===== config.mk =====
export PLATFORM = sky130hd
export DESIGN_NAME = dns_catchall_a_responder
export DESIGN_NICKNAME = d
export VERILOG_FILES = /design/src/rtl/core/dca_pkg.sv /design/src/rtl/core/dns_catchall_a_responder.sv /design/src/rtl/core/dca_ram.sv
export SDC_FILE = /design/constraint.sdc
export NUM_CORES = 2
export LEC_CHECK = 0
export ABC_AREA = 0
export BUFFER_PORTS_ARGS = -buffer_cell sky130_fd_sc_hd__buf_2
export CAP_MARGIN = 0
export CORE_ASPECT_RATIO = 0.8
export CORE_MARGIN = 2
export CORE_UTILIZATION = 40
export DETAILED_ROUTE_END_ITERATION = 8
export GPL_TIMING_DRIVEN = 0
export PLACE_DENSITY = 0.52
export SLEW_MARGIN = 20
export SYNTH_ARGS = -nofsm -noshare
export SYNTH_HDL_FRONTEND = slang
export SYNTH_SLANG_ARGS = --single-unit

===== constraint.sdc =====
create_clock -name clk -period 29.5 [get_ports clk]
set_clock_uncertainty 0.05 [all_clocks]
set_input_delay 5.9 -clock clk [delete_from_list [all_inputs] [get_ports clk]]
set_output_delay 5.9 -clock clk [all_outputs]
set_load 0.02 [all_outputs]

===== src/rtl/core/dca_pkg.sv =====
package dca_pkg;

  // packet buffer
  localparam int BUF_DEPTH = 256;
  localparam int AW        = $clog2(BUF_DEPTH);
  localparam int CNT_W     = $clog2(BUF_DEPTH + 1);
  localparam int QE_W      = $clog2(BUF_DEPTH + 256);
  localparam int SUM_W     = QE_W + 1;

  localparam int HEADER_BYTES  = 12;
  localparam int ANSWER_BYTES  = 16;
  localparam int QTAIL_BYTES   = 5;
  localparam int HDR_FIX_BYTES = 8;
  localparam int FILL_LEN      = HDR_FIX_BYTES + ANSWER_BYTES;
  localparam int FILL_W        = $clog2(FILL_LEN);

  // answer constants
  localparam logic [7:0] FLAGS_HI = 8'h81;
  localparam logic [7:0] FLAGS_LO = 8'h80;
  localparam logic [7:0] PTR_HI   = 8'hC0;
  localparam logic [7:0] PTR_LO   = 8'h0C;
  localparam logic [7:0] RDLEN_LO = 8'h04;

  localparam logic [31:0] IPV4_RESET = 32'hC0A8_0401;
  localparam logic [15:0] TTL_RESET  = 16'd60;

  // configuration port
  localparam int CFG_IDX_W = 2;
  localparam int CFG_DW    = 32;
  localparam logic [CFG_IDX_W-1:0] REG_IPV4 = 2'd0;
  localparam logic [CFG_IDX_W-1:0] REG_TTL  = 2'd1;

  // operations
  localparam logic FUNC_PUSH = 1'b0;
  localparam logic FUNC_PULL = 1'b1;

  typedef enum logic [2:0] {
    ST_TAKEN     = 3'd0,
    ST_READY     = 3'd1,
    ST_SHORT     = 3'd2,
    ST_NO_ROOM   = 3'd3,
    ST_RESP_BYTE = 3'd4,
    ST_NONE      = 3'd5
  } status_t;

  typedef struct packed {
    logic       func;
    logic [7:0] query_byte;
    logic       query_last;
  } in_item_t;

  typedef struct packed {
    status_t    status;
    logic [8:0] response_length;
    logic [7:0] response_byte;
    logic       response_last;
  } out_item_t;

endpackage


===== src/rtl/core/dns_catchall_a_responder.sv =====
// catch-all dns responder: every query that fits is answered with one a record. query bytes are
// pushed one per transfer (func 0) and the response is pulled one byte per transfer
// (func 1). every accepted item gives exactly one result, on out_data with out_strobe
// high, in the cycle after acceptance; the receiver cannot stall it and must take it
// then. pushes and pulls may follow back to back while busy is low. the final push
// of a query that fits keeps busy high while the header fields and the 16-byte
// answer are written into the packet buffer through its single write port; the
// answer carries the address and ttl held at that final push. after reset busy
// stays high while all BUF_DEPTH entries of the buffer are cleared, one entry a cycle;
// configuration writes are taken during that time as always.
module dns_catchall_a_responder
  import dca_pkg::*;
(
  input  logic                 clk,
  input  logic                 rst_n,
  input  logic                 start,
  output logic                 busy,
  input  in_item_t             in_data,
  output logic                 out_strobe,
  output out_item_t            out_data,
  input  logic                 cfg_we,
  input  logic [CFG_IDX_W-1:0] cfg_index,
  input  logic [CFG_DW-1:0]    cfg_wdata
);

  typedef enum logic [1:0] {
    S_CLEAR,
    S_IDLE,
    S_FILL
  } state_t;

  // control state
  state_t            state_r, state_nxt;
  logic [CNT_W-1:0]  clr_cnt_r, clr_cnt_nxt;
  logic [FILL_W-1:0] fill_cnt_r, fill_cnt_nxt;
  logic [AW-1:0]     fill_base_r, fill_base_nxt;
  logic [15:0]       fill_ttl_r, fill_ttl_nxt;
  logic [31:0]       fill_ip_r, fill_ip_nxt;

  // packet tracking
  logic [CNT_W-1:0]  rcv_cnt_r, rcv_cnt_nxt;
  logic [QE_W-1:0]   qend_r, qend_nxt;
  logic              walk_done_r, walk_done_nxt;
  logic [CNT_W-1:0]  ready_len_r, ready_len_nxt;
  logic [CNT_W-1:0]  rd_pos_r, rd_pos_nxt;
  logic              resp_ready_r, resp_ready_nxt;

  // configuration
  logic [31:0]       ipv4_r, ipv4_nxt;
  logic [15:0]       ttl_r, ttl_nxt;

  // result registers
  logic              out_strobe_r, out_strobe_nxt;
  status_t           out_status_r, out_status_nxt;
  logic [8:0]        out_len_r, out_len_nxt;
  logic              out_last_r, out_last_nxt;
  logic              out_bsel_r, out_bsel_nxt;

  // buffer port
  logic              ram_we;
  logic [AW-1:0]     ram_waddr;
  logic [7:0]        ram_wdata;
  logic [AW-1:0]     ram_raddr;
  logic [7:0]        ram_rdata;

  // working values
  logic              accept;
  logic              rx_ok;
  logic [CNT_W-1:0]  rcv_after;
  logic [QE_W-1:0]   qend_after;
  logic              walk_after;
  logic [SUM_W-1:0]  ans_pos;
  logic [SUM_W-1:0]  ans_end;
  logic              pull_ok;
  logic [CNT_W-1:0]  rd_pos_inc;
  logic [3:0]        ans_idx;

  dca_ram #(
    .WIDTH (8),
    .DEPTH (BUF_DEPTH)
  ) u_ram (
    .clk   (clk),
    .we    (ram_we),
    .waddr (ram_waddr),
    .wdata (ram_wdata),
    .raddr (ram_raddr),
    .rdata (ram_rdata)
  );

  assign busy   = (state_r != S_IDLE);
  assign accept = start && !busy;

  // push bookkeeping: byte store and incremental label walk
  always_comb begin
    rx_ok      = (rcv_cnt_r < CNT_W'(BUF_DEPTH));
    rcv_after  = rcv_cnt_r;
    qend_after = qend_r;
    walk_after = walk_done_r;
    if (rx_ok) begin
      rcv_after = rcv_cnt_r + CNT_W'(1);
      if (!walk_done_r && (QE_W'(rcv_cnt_r) == qend_r)) begin
        if (in_data.query_byte == 8'h00) begin
          walk_after = 1'b1;
        end else begin
          qend_after = qend_r + QE_W'(in_data.query_byte) + QE_W'(1);
        end
      end
    end
    // answer starts after qtype and qclass
    ans_pos = SUM_W'(qend_after) + SUM_W'(QTAIL_BYTES);
    ans_end = ans_pos + SUM_W'(ANSWER_BYTES);
  end

  // pull bookkeeping
  always_comb begin
    pull_ok    = resp_ready_r && (rd_pos_r < ready_len_r) &&
                 (rd_pos_r < CNT_W'(BUF_DEPTH));
    rd_pos_inc = rd_pos_r + CNT_W'(1);
  end

  // answer byte position within the fill sequence
  assign ans_idx = 4'(fill_cnt_r - FILL_W'(HDR_FIX_BYTES));

  always_comb begin
    state_nxt      = state_r;
    clr_cnt_nxt    = clr_cnt_r;
    fill_cnt_nxt   = fill_cnt_r;
    fill_base_nxt  = fill_base_r;
    fill_ttl_nxt   = fill_ttl_r;
    fill_ip_nxt    = fill_ip_r;
    rcv_cnt_nxt    = rcv_cnt_r;
    qend_nxt       = qend_r;
    walk_done_nxt  = walk_done_r;
    ready_len_nxt  = ready_len_r;
    rd_pos_nxt     = rd_pos_r;
    resp_ready_nxt = resp_ready_r;
    ipv4_nxt       = ipv4_r;
    ttl_nxt        = ttl_r;
    out_strobe_nxt = accept;
    out_status_nxt = ST_TAKEN;
    out_len_nxt    = 9'd0;
    out_last_nxt   = 1'b0;
    out_bsel_nxt   = 1'b0;
    ram_we         = 1'b0;
    ram_waddr      = rcv_cnt_r[AW-1:0];
    ram_wdata      = in_data.query_byte;
    ram_raddr      = rd_pos_r[AW-1:0];

    // register writes, taken in any state
    if (cfg_we) begin
      case (cfg_index)
        REG_IPV4: ipv4_nxt = cfg_wdata;
        REG_TTL:  ttl_nxt  = cfg_wdata[15:0];
        default:  ;
      endcase
    end

    case (state_r)
      S_CLEAR: begin
        // zero the buffer one entry a cycle
        ram_we      = 1'b1;
        ram_waddr   = clr_cnt_r[AW-1:0];
        ram_wdata   = 8'h00;
        clr_cnt_nxt = clr_cnt_r + CNT_W'(1);
        if (clr_cnt_r == CNT_W'(BUF_DEPTH - 1)) begin
          state_nxt = S_IDLE;
        end
      end

      S_IDLE: begin
        if (accept && (in_data.func == FUNC_PUSH)) begin
          resp_ready_nxt = 1'b0;
          ram_we         = rx_ok;
          rcv_cnt_nxt    = rcv_after;
          qend_nxt       = qend_after;
          walk_done_nxt  = walk_after;
          if (in_data.query_last) begin
            if (rcv_after < CNT_W'(HEADER_BYTES)) begin
              out_status_nxt = ST_SHORT;
            end else if (ans_end > SUM_W'(BUF_DEPTH)) begin
              out_status_nxt = ST_NO_ROOM;
            end else begin
              // answer fits: rewrite header and append the record
              fill_base_nxt  = ans_pos[AW-1:0];
              fill_ttl_nxt   = ttl_r;
              fill_ip_nxt    = ipv4_r;
              ready_len_nxt  = ans_end[CNT_W-1:0];
              rd_pos_nxt     = '0;
              resp_ready_nxt = 1'b1;
              out_status_nxt = ST_READY;
              out_len_nxt    = 9'(ans_end);
              fill_cnt_nxt   = '0;
              state_nxt      = S_FILL;
            end
            // next packet starts fresh
            rcv_cnt_nxt   = '0;
            qend_nxt      = QE_W'(HEADER_BYTES);
            walk_done_nxt = 1'b0;
          end
        end else if (accept) begin
          if (!pull_ok) begin
            resp_ready_nxt = 1'b0;
            out_status_nxt = ST_NONE;
          end else begin
            // byte comes out of the buffer read register next cycle
            out_status_nxt = ST_RESP_BYTE;
            out_bsel_nxt   = 1'b1;
            rd_pos_nxt     = rd_pos_inc;
            if (rd_pos_inc >= ready_len_r) begin
              out_last_nxt   = 1'b1;
              resp_ready_nxt = 1'b0;
            end
          end
        end
      end

      S_FILL: begin
        ram_we = 1'b1;
        if (fill_cnt_r < FILL_W'(HDR_FIX_BYTES)) begin
          // header: flags, ancount, nscount, arcount
          case (fill_cnt_r[2:0])
            3'd0:    begin ram_waddr = AW'(2);  ram_wdata = FLAGS_HI; end
            3'd1:    begin ram_waddr = AW'(3);  ram_wdata = FLAGS_LO; end
            3'd2:    begin ram_waddr = AW'(6);  ram_wdata = 8'h00;    end
            3'd3:    begin ram_waddr = AW'(7);  ram_wdata = 8'h01;    end
            3'd4:    begin ram_waddr = AW'(8);  ram_wdata = 8'h00;    end
            3'd5:    begin ram_waddr = AW'(9);  ram_wdata = 8'h00;    end
            3'd6:    begin ram_waddr = AW'(10); ram_wdata = 8'h00;    end
            default: begin ram_waddr = AW'(11); ram_wdata = 8'h00;    end
          endcase
        end else begin
          // answer record: name pointer, type a, class in, ttl, rdlength, address
          ram_waddr = fill_base_r + AW'(ans_idx);
          case (ans_idx)
            4'd0:    ram_wdata = PTR_HI;
            4'd1:    ram_wdata = PTR_LO;
            4'd3:    ram_wdata = 8'h01;
            4'd5:    ram_wdata = 8'h01;
            4'd8:    ram_wdata = fill_ttl_r[15:8];
            4'd9:    ram_wdata = fill_ttl_r[7:0];
            4'd11:   ram_wdata = RDLEN_LO;
            4'd12:   ram_wdata = fill_ip_r[31:24];
            4'd13:   ram_wdata = fill_ip_r[23:16];
            4'd14:   ram_wdata = fill_ip_r[15:8];
            4'd15:   ram_wdata = fill_ip_r[7:0];
            default: ram_wdata = 8'h00;
          endcase
        end
        fill_cnt_nxt = fill_cnt_r + FILL_W'(1);
        if (fill_cnt_r == FILL_W'(FILL_LEN - 1)) begin
          state_nxt = S_IDLE;
        end
      end

      default: state_nxt = S_IDLE;
    endcase
  end

  always_ff @(posedge clk) begin
    if (!rst_n) begin
      state_r      <= S_CLEAR;
      clr_cnt_r    <= '0;
      fill_cnt_r   <= '0;
      rcv_cnt_r    <= '0;
      qend_r       <= QE_W'(HEADER_BYTES);
      walk_done_r  <= 1'b0;
      ready_len_r  <= '0;
      rd_pos_r     <= '0;
      resp_ready_r <= 1'b0;
      ipv4_r       <= IPV4_RESET;
      ttl_r        <= TTL_RESET;
      out_strobe_r <= 1'b0;
      out_bsel_r   <= 1'b0;
    end else begin
      state_r      <= state_nxt;
      clr_cnt_r    <= clr_cnt_nxt;
      fill_cnt_r   <= fill_cnt_nxt;
      rcv_cnt_r    <= rcv_cnt_nxt;
      qend_r       <= qend_nxt;
      walk_done_r  <= walk_done_nxt;
      ready_len_r  <= ready_len_nxt;
      rd_pos_r     <= rd_pos_nxt;
      resp_ready_r <= resp_ready_nxt;
      ipv4_r       <= ipv4_nxt;
      ttl_r        <= ttl_nxt;
      out_strobe_r <= out_strobe_nxt;
      out_bsel_r   <= out_bsel_nxt;
    end
    // fill context and result payload, without reset
    fill_base_r  <= fill_base_nxt;
    fill_ttl_r   <= fill_ttl_nxt;
    fill_ip_r    <= fill_ip_nxt;
    out_status_r <= out_status_nxt;
    out_len_r    <= out_len_nxt;
    out_last_r   <= out_last_nxt;
  end

  assign out_strobe               = out_strobe_r;
  assign out_data.status          = out_status_r;
  assign out_data.response_length = out_len_r;
  assign out_data.response_byte   = out_bsel_r ? ram_rdata : 8'h00;
  assign out_data.response_last   = out_last_r;

endmodule


===== src/rtl/core/dca_ram.sv =====
module dca_ram #(
  parameter int WIDTH = 8,
  parameter int DEPTH = 256
) (
  input  logic                     clk,
  input  logic                     we,
  input  logic [$clog2(DEPTH)-1:0] waddr,
  input  logic [WIDTH-1:0]         wdata,
  input  logic [$clog2(DEPTH)-1:0] raddr,
  output logic [WIDTH-1:0]         rdata
);

  logic [WIDTH-1:0] mem [DEPTH];
  logic [WIDTH-1:0] rdata_r;

  always_ff @(posedge clk) begin
    if (we) begin
      mem[waddr] <= wdata;
    end
    rdata_r <= mem[raddr];
  end

  assign rdata = rdata_r;

endmodule


Word level (Yosys, flattened, before mapping)
Memories as Yosys holds them, arrays and structs flattened. A register that Yosys moved wholly into a read port is not among the register bits.
Cells that the tools add are included.
- mux-type cells: 55
- equal/unequal tests: 33
- $add $sub $neg: 10
- reductions and logical operators: 32
- $lt $le $gt $ge: 7
- bitwise gates (word level): 9
- operators with widths (operator ; number):
    9-bit two-way mux ; 12
    8-bit one-hot mux with 10 select lines ; 1
    9-bit by 1-bit adder with 9-bit output (second input constant) ; 4
    8-bit one-hot mux with 2 select lines ; 2
    4-bit equality test (second input constant) ; 7
    4-bit one-hot mux with 7 select lines ; 1
    8-bit two-way mux ; 3
    8-bit one-hot mux with 3 select lines ; 1
    5-bit two-way mux ; 4
    9-bit < comparator (second input constant) ; 2
    2-bit two-way mux ; 9
    2-bit inequality test (second input constant) ; 9
    1-bit two-way mux ; 17
    5-bit AND reduction ; 3
    6-bit AND reduction ; 2
    2-bit nonzero test ; 6
    10-bit by 5-bit adder with 10-bit output (second input constant) ; 1
    9-bit by 3-bit adder with 10-bit output (second input constant) ; 1
    10-bit by 9-bit > comparator with 1-bit output (second input constant) ; 1
    5-bit one-hot mux with 2 select lines ; 1
    9-bit by 8-bit adder with 9-bit output ; 1
    3-bit equality test (second input constant) ; 3
    9-bit by 8-bit equality test with 1-bit output (second input constant) ; 1
    9-bit equality test ; 1
    32 further kinds ; 53
- memory bits (writable): 2048
- word-level logic and storage cells: 166
- bits in registers: 173
- output and inout port bits: 23
- memories: 1
- memory list (memory ; depth ; width ; rd ports ; clocked after Yosys merged registers in ; write ports ; RTL line ; RTL):
    u_ram.mem ; 256 ; 8 ; 1 ; 1 ; 1 ; dca_ram.sv:13 ; logic [WIDTH-1:0] mem [DEPTH];

Depth between registers and ports, before layout
- word-level depth: 13
- gate-level depth with buffers: 21
- depth with buffers taken out: 18

Cells and area by module
Synthesis repeated with hierarchy kept, for this count alone.
- cells, all modules: 4693
- area total of the unflattened synthesis: 88401.0 um2
- by module, submodules not included (module ; times used ; cells each ; area each (um2)):
    dca_ram ; 1 ; 3733 ; 79556.3
    dns_catchall_a_responder ; 1 ; 960 ; 8844.7

Worst setup path after synthesis
Ideal clock, no wire load.
- path kind: register -> register
- start: register fill_cnt_r[1]
- end: memory u_ram.mem[0][0] (data pin)
- data arrival time: 11438 ps
- path slack: 15824 ps
- cell stages (with the launch flop): 9
- clock period less this slack: 13676 ps
- data required time: 27262 ps
- path through: dfxtp_1 -> ha_1 -> clkbuf_1 -> a222oi_1 -> o211ai_1 -> o21ai_0 -> nand2_1 -> o311ai_0 -> o21ai_0
- word-level cells in the longest chain between the ends: 6
- elaborated cells on any way between the ends: 21
- those cells by class: 1 x add/sub; 1 x order compare; 12 x eq/ne; 4 x mux; 3 x reduce/logical
- ends and longest elaborated chain (what ; RTL line ; RTL):
    start, declared ; dns_catchall_a_responder.sv:35 ; logic [FILL_W-1:0] fill_cnt_r, fill_cnt_nxt;
    start signal, assigned ; dns_catchall_a_responder.sv:277 ; fill_cnt_r <= fill_cnt_nxt;
    4-bit subtractor ; dns_catchall_a_responder.sv:122 ; assign ans_idx = 4'(fill_cnt_r - FILL_W'(HDR_FIX_BYTES));
    4-bit by 3-bit equality test with 1-bit output or 4-bit by 2-bit equality test with 1-bit output (tied branches) ; dns_catchall_a_responder.sv:234 ; case (ans_idx)
    2-bit OR reduction (no line) ; - ;
    8-bit one-hot mux with 10 select lines ; dns_catchall_a_responder.sv:234 ;
    8-bit two-way mux * ; dns_catchall_a_responder.sv:219 ; if (fill_cnt_r < FILL_W'(HDR_FIX_BYTES)) begin
    8-bit one-hot mux with 2 select lines * ; dns_catchall_a_responder.sv:158 ; case (state_r)
    via ram_wdata[0] ; dns_catchall_a_responder.sv:62 ; logic [7:0] ram_wdata;
    end, declared ; dca_ram.sv:13 ;
Mark *: on every way through the listed nets, which the timed path passes. The rest lies on a longest branch.

Final worst setup path
- start: input in_data[6] in the netlist's numbering
- end: register fill_ttl_r[10] (enable)
- elaborated cells on any way between the ends: 11
- those cells by class: 4 x add/sub; 1 x order compare; 3 x mux; 1 x bitwise; 2 x reduce/logical
- RTL lines (what ; RTL line ; RTL):
    start, declared ; dns_catchall_a_responder.sv:18 ; input in_item_t in_data,
    8-bit zero test ; dns_catchall_a_responder.sv:102 ; if (in_data.query_byte == 8'h00) begin
    9-bit two-way mux ; dns_catchall_a_responder.sv:102 ;
    9-bit two-way mux ; dns_catchall_a_responder.sv:101 ; if (!walk_done_r && (QE_W'(rcv_cnt_r) == qend_r)) begin
    9-bit two-way mux ; dns_catchall_a_responder.sv:99 ; if (rx_ok) begin
    9-bit by 3-bit adder with 10-bit output ; dns_catchall_a_responder.sv:110 ; ans_pos = SUM_W'(qend_after) + SUM_W'(QTAIL_BYTES);
    via ans_pos[4] ; dns_catchall_a_responder.sv:72 ; logic [SUM_W-1:0] ans_pos;
    10-bit by 5-bit adder with 10-bit output ; dns_catchall_a_responder.sv:111 ; ans_end = ans_pos + SUM_W'(ANSWER_BYTES);
    10-bit by 9-bit > comparator with 1-bit output ; dns_catchall_a_responder.sv:180 ; end else if (ans_end > SUM_W'(BUF_DEPTH)) begin
    1-bit NOT (no line) ; - ;
    5-bit AND reduction (no line) ; - ;
    end signal, assigned ; dns_catchall_a_responder.sv:291 ; fill_ttl_r <= fill_ttl_nxt;
    end, declared ; dns_catchall_a_responder.sv:37 ; logic [15:0] fill_ttl_r, fill_ttl_nxt;
The timed path passes the listed nets, and every way through them passes these cells.
A chain may end at the register's enable or synchronous reset.

==> run_results.csv <==
group,metric,value,unit
finish,fillers,18316,
floorplan,die_w,527,µm
timing,fmax,89.7,MHz
clocking,clock-sinks,2229,
worst_setup_path,cp-end-kind,"flop",
yosys,synth_top_family_by_area,"multiplexers",
routing,vias,44043,
run_status,outcome,"completed",
yosys,ys_types,77,
yosys,ys_warn_count,0,
floorplan,core_area,217000,µm²
yosys,synth_mux_area_share,17.7,%
yosys,syn-num-nets,4271,
place,dp_hpwl,172,mm
flow_run,cap_violations,0,
clocking,clock_path_buffers,4,
yosys,synth_adder_area_share,0.657,%
yosys,syn_inst,4179,
clocking,htreeDepth,4,
floorplan,dieArea,223000,µm²
floorplan,die_height,422,µm
clocking,post_cts_buffers,0,
yosys,synth_simple_gate_area_share,3.18,%
finish,finalNetCount,4641,
finish,area_delta_synth_final,14.9,%
clocking,cts_tree,"done",
pwr,internal_power,5.06,mW
worst_setup_path,slowest_stage,"xor2_1",
pwr,pwr-share-seq,54.0,%
floorplan,rows,153,
routing,drt_iter0_markers,5727,
routing,drc,0,
clocking,ctsResizeCount,0,
routing,dr.pass1.iters,5,
global_routing,track_usage,22.4,%
timing,finalMaxSlewViolations,0,
worst_setup_path,startpoint_type,"input pin",
yosys,seq_area_frac_synth,75.0,%
yosys,syn_avg_cell_area,21.0,µm²
timing,rsz0062_at_grt,"no",
worst_setup_path,worst-path-max-fanout,38,
place,gp_congestion,0.815,
clocking,insertion_delay,0.89,ns
finish,drive_gt1_share,26.4,%
global_routing,antenna_found_initial,21,
worst_setup_path,path_class,"in2reg",
pwr,powerDensity,62.9,nW/µm²
pwr,p_sw,1.27,mW
worst_setup_path,r2r_slack,23.09,ns
timing,tightest_slew,1.24,ns
place,portBuffers,70,
yosys,synthFlopType,"edfxtp_1",
routing,postRouteAntennaNets,0,
yosys,synth-edff-count,2104,
worst_setup_path,arrival,11.64,ns
timing,slew_headroom,17.3,%
floorplan,io_pins,71,
worst_setup_path,worstPathCellList,"buf_2 -> or4_1 -> o211a_1 -> nand3_1 -> clkbuf_1 -> o21ai_0 -> ha_1 -> or2_2 -> a32o_1 -> o211ai_1 -> xor2_1 -> ha_1 -> nand2_1 -> or3_1 -> a2111oi_0 -> a311o_2 -> nand4b_1 -> buf_2 -> inv_4 -> buf_12",
timing,setup_violations,0,
routing,wl_per_cell,32.9,µm
worst_setup_path,worstSetupStartpoint,"in_data[6]",
min_path,hold_start,"ttl_r[7]$_SDFFE_PN0P_",
pwr,power.total,6.33,mW
timing,hold_viol,0,
global_routing,grt-ovfl-total,0,
yosys,syn_area,87600,µm²
pwr,ir_worst_vdd,45.7,µV
worst_setup_path,r2r-start,"rcv_cnt_r[4]$_SDFFE_PN0P_",
global_routing,grt_max_degree,69,
pwr,p_clk_share,45.1,%
yosys,ys_ff_latch,2229,
global_routing,grt_pass1_wl,349,mm
finish,postLayoutCoreUtil,46.3,%
pwr,power.share.switching,20.1,%
clocking,hold_buffers,0,
worst_setup_path,worstPathRequired,29.99,ns
yosys,synth_xor_area_share,0.422,%
yosys,async_flop_share,0,%
routing,post_drt_via_cell_ratio,5.80,
yosys,synth_compound_area_share,1.82,%
clocking,cts_buffers,229,
pwr,comb_power_share,0.9,%
min_path,min_path_type,"reg2reg",
clocking,clkTransAtPathRegs,0.06,ns
pwr,p_leak,31.4,nW
global_routing,grt_pass1_vias,43747,
routing,wl,250,mm
timing,period_minus_slack,11.15,ns
worst_setup_path,max_stage_delay,0.60,ns
clocking,root_buffer,"clkbuf_16",
timing,min_period_over_period,37.8,%
floorplan,initial_core_util,40.3,%
metal layers:
layer	track usage [%]	wire, µm	vias to the layer above	share of wire [%]
met2	32.8	111000	1695	44
li1	-	-	18039	-
met5	0	13	-	0.0052
met3	4.53	20000	262	8.0
met1	34.8	115000	24045	46
met4	4.62	4620	2	1.8
per-stage QoR:
stage	worst slack (ns)	instances	TNS, ns	cell area, µm²	hold slack (ns)
floorplan	15.82	4179	0	87600	0.358
global placement	-0.0746	7116	-8.56	91500	0.362
detailed placement	17.59	7181	0	93400	0.365
CTS	18.50	7586	0	101000	0.380
global route	17.96	7590	0	101000	0.387
finish	18.35	7591	0	101000	0.379
worst max-delay path: cells and delay by family:
kind	cells	cell delay, ns
simple gates	6	1.62
compound gates	6	1.54
buf+inv	5	1.27
fa+ha+maj	2	0.64
xor+xnor	1	0.60
placed cells by master (no fill, tap or decap), types with 30 or more instances in the layout:
master / instances
buf_2: 95
mux4_2: 680
clkinv_1: 41
edfxtp_1: 2104
inv_1: 30
clkinv_2: 35
a21oi_1: 79
buf_16: 54
clkbuf_1: 190
dfxtp_1: 125
clkbuf_16: 232
clkbuf_2: 51
ha_1: 42
nand2_1: 181
o21ai_0: 50
nand3_1: 35
nor2_1: 332
flip-flops by register name (all words and copies together) (netlist names), 2 cells and up:
register	cells
ready_len_r	9
rd_pos_r	9
fill_base_r	8
rcv_cnt_r	9
qend_r	9
out_status_r	3
fill_cnt_r	5
fill_ip_r	32
u_ram.rdata	8
ttl_r	16
out_len_r	9
ipv4_r	32
u_ram.mem	2048
state_r	2
fill_ttl_r	16
clr_cnt_r	9
worst paths after layout:
path                                            endpoint  cells after the start
worst min-delay path             fill_ttl_r[7]$_DFFE_PP_                      0
worst min register to register   fill_ttl_r[7]$_DFFE_PP_                      0
worst max register to register  fill_ttl_r[10]$_DFFE_PP_                     20
worst max-delay path            fill_ttl_r[10]$_DFFE_PP_                     20
power by group through the flow:
| stage | clock network (mW) | registers (mW) | logic (mW) |
|---|---|---|---|
| after floorplan | 0 | 3.48 | 0.0235 |
| after global placement | 0 | 3.49 | 0.0523 |
| after detailed placement | 0 | 3.49 | 0.0570 |
| after CTS | 2.90 | 3.42 | 0.0572 |
| after global routing | 3.02 | 3.42 | 0.0599 |
| final | 2.85 | 3.42 | 0.0574 |
synthesized netlist by cell type (all sizes together), types with 4 or more instances:
cell / n / share of area (%)
edfxtp: 2104 / 72
mux4: 680 / 17
nor2: 333 / 1.4
nand2: 183 / 0.78
clkbuf: 182 / 0.78
dfxtp: 125 / 2.9
a21oi: 79 / 0.45
buf: 60 / 0.28
o21ai: 56 / 0.32
ha: 42 / 0.60
nand3: 35 / 0.20
inv: 31 / 0.13
xnor2: 21 / 0.23
o21a: 19 / 0.16
xor2: 19 / 0.19
and2: 16 / 0.11
a22oi: 15 / 0.13
nor2b: 11 / 0.079
and3: 10 / 0.083
nand4: 10 / 0.071
mux2i: 9 / 0.10
nor3: 9 / 0.051
mux2: 8 / 0.11
or2: 8 / 0.057
a21o: 7 / 0.060
a31oi: 7 / 0.057
o211ai: 7 / 0.060
a211oi: 6 / 0.051
or3: 6 / 0.049
a22o: 5 / 0.050
nand2b: 5 / 0.036
o22ai: 5 / 0.036
o31ai: 5 / 0.043
nand3b: 4 / 0.034
nor4: 4 / 0.046
or4: 4 / 0.034
logic make-up (layout without fill, tap and decap cells):
kind of cell	Yosys count	count (layout)
xor gates and xnor gates	40	40
DFF	2229	2229
AOI/OAI and AO/OA	245	245
buffers and inverters	274	818
muxes	697	697
and+or+nand+nor	649	649
other	0	1
adders and majority gates	45	45
cell type report:
type                            count  area [µm²]  area share, %
Clock inverter                    110        1070           1.07
Inverter                           32         123          0.122
Tap cell                         2867        3590           3.56
Timing Repair Buffer              139        2100           2.09
Clock buffer                      295        6130           6.09
Sequential cell                  2229       65700           65.3
Buffer                            242        1020           1.02
Antenna cell                        1        2.50        0.00249
Multi-Input combinational cell   1676       20900           20.8
No activity file was read; power rests on OpenSTA's default activity.
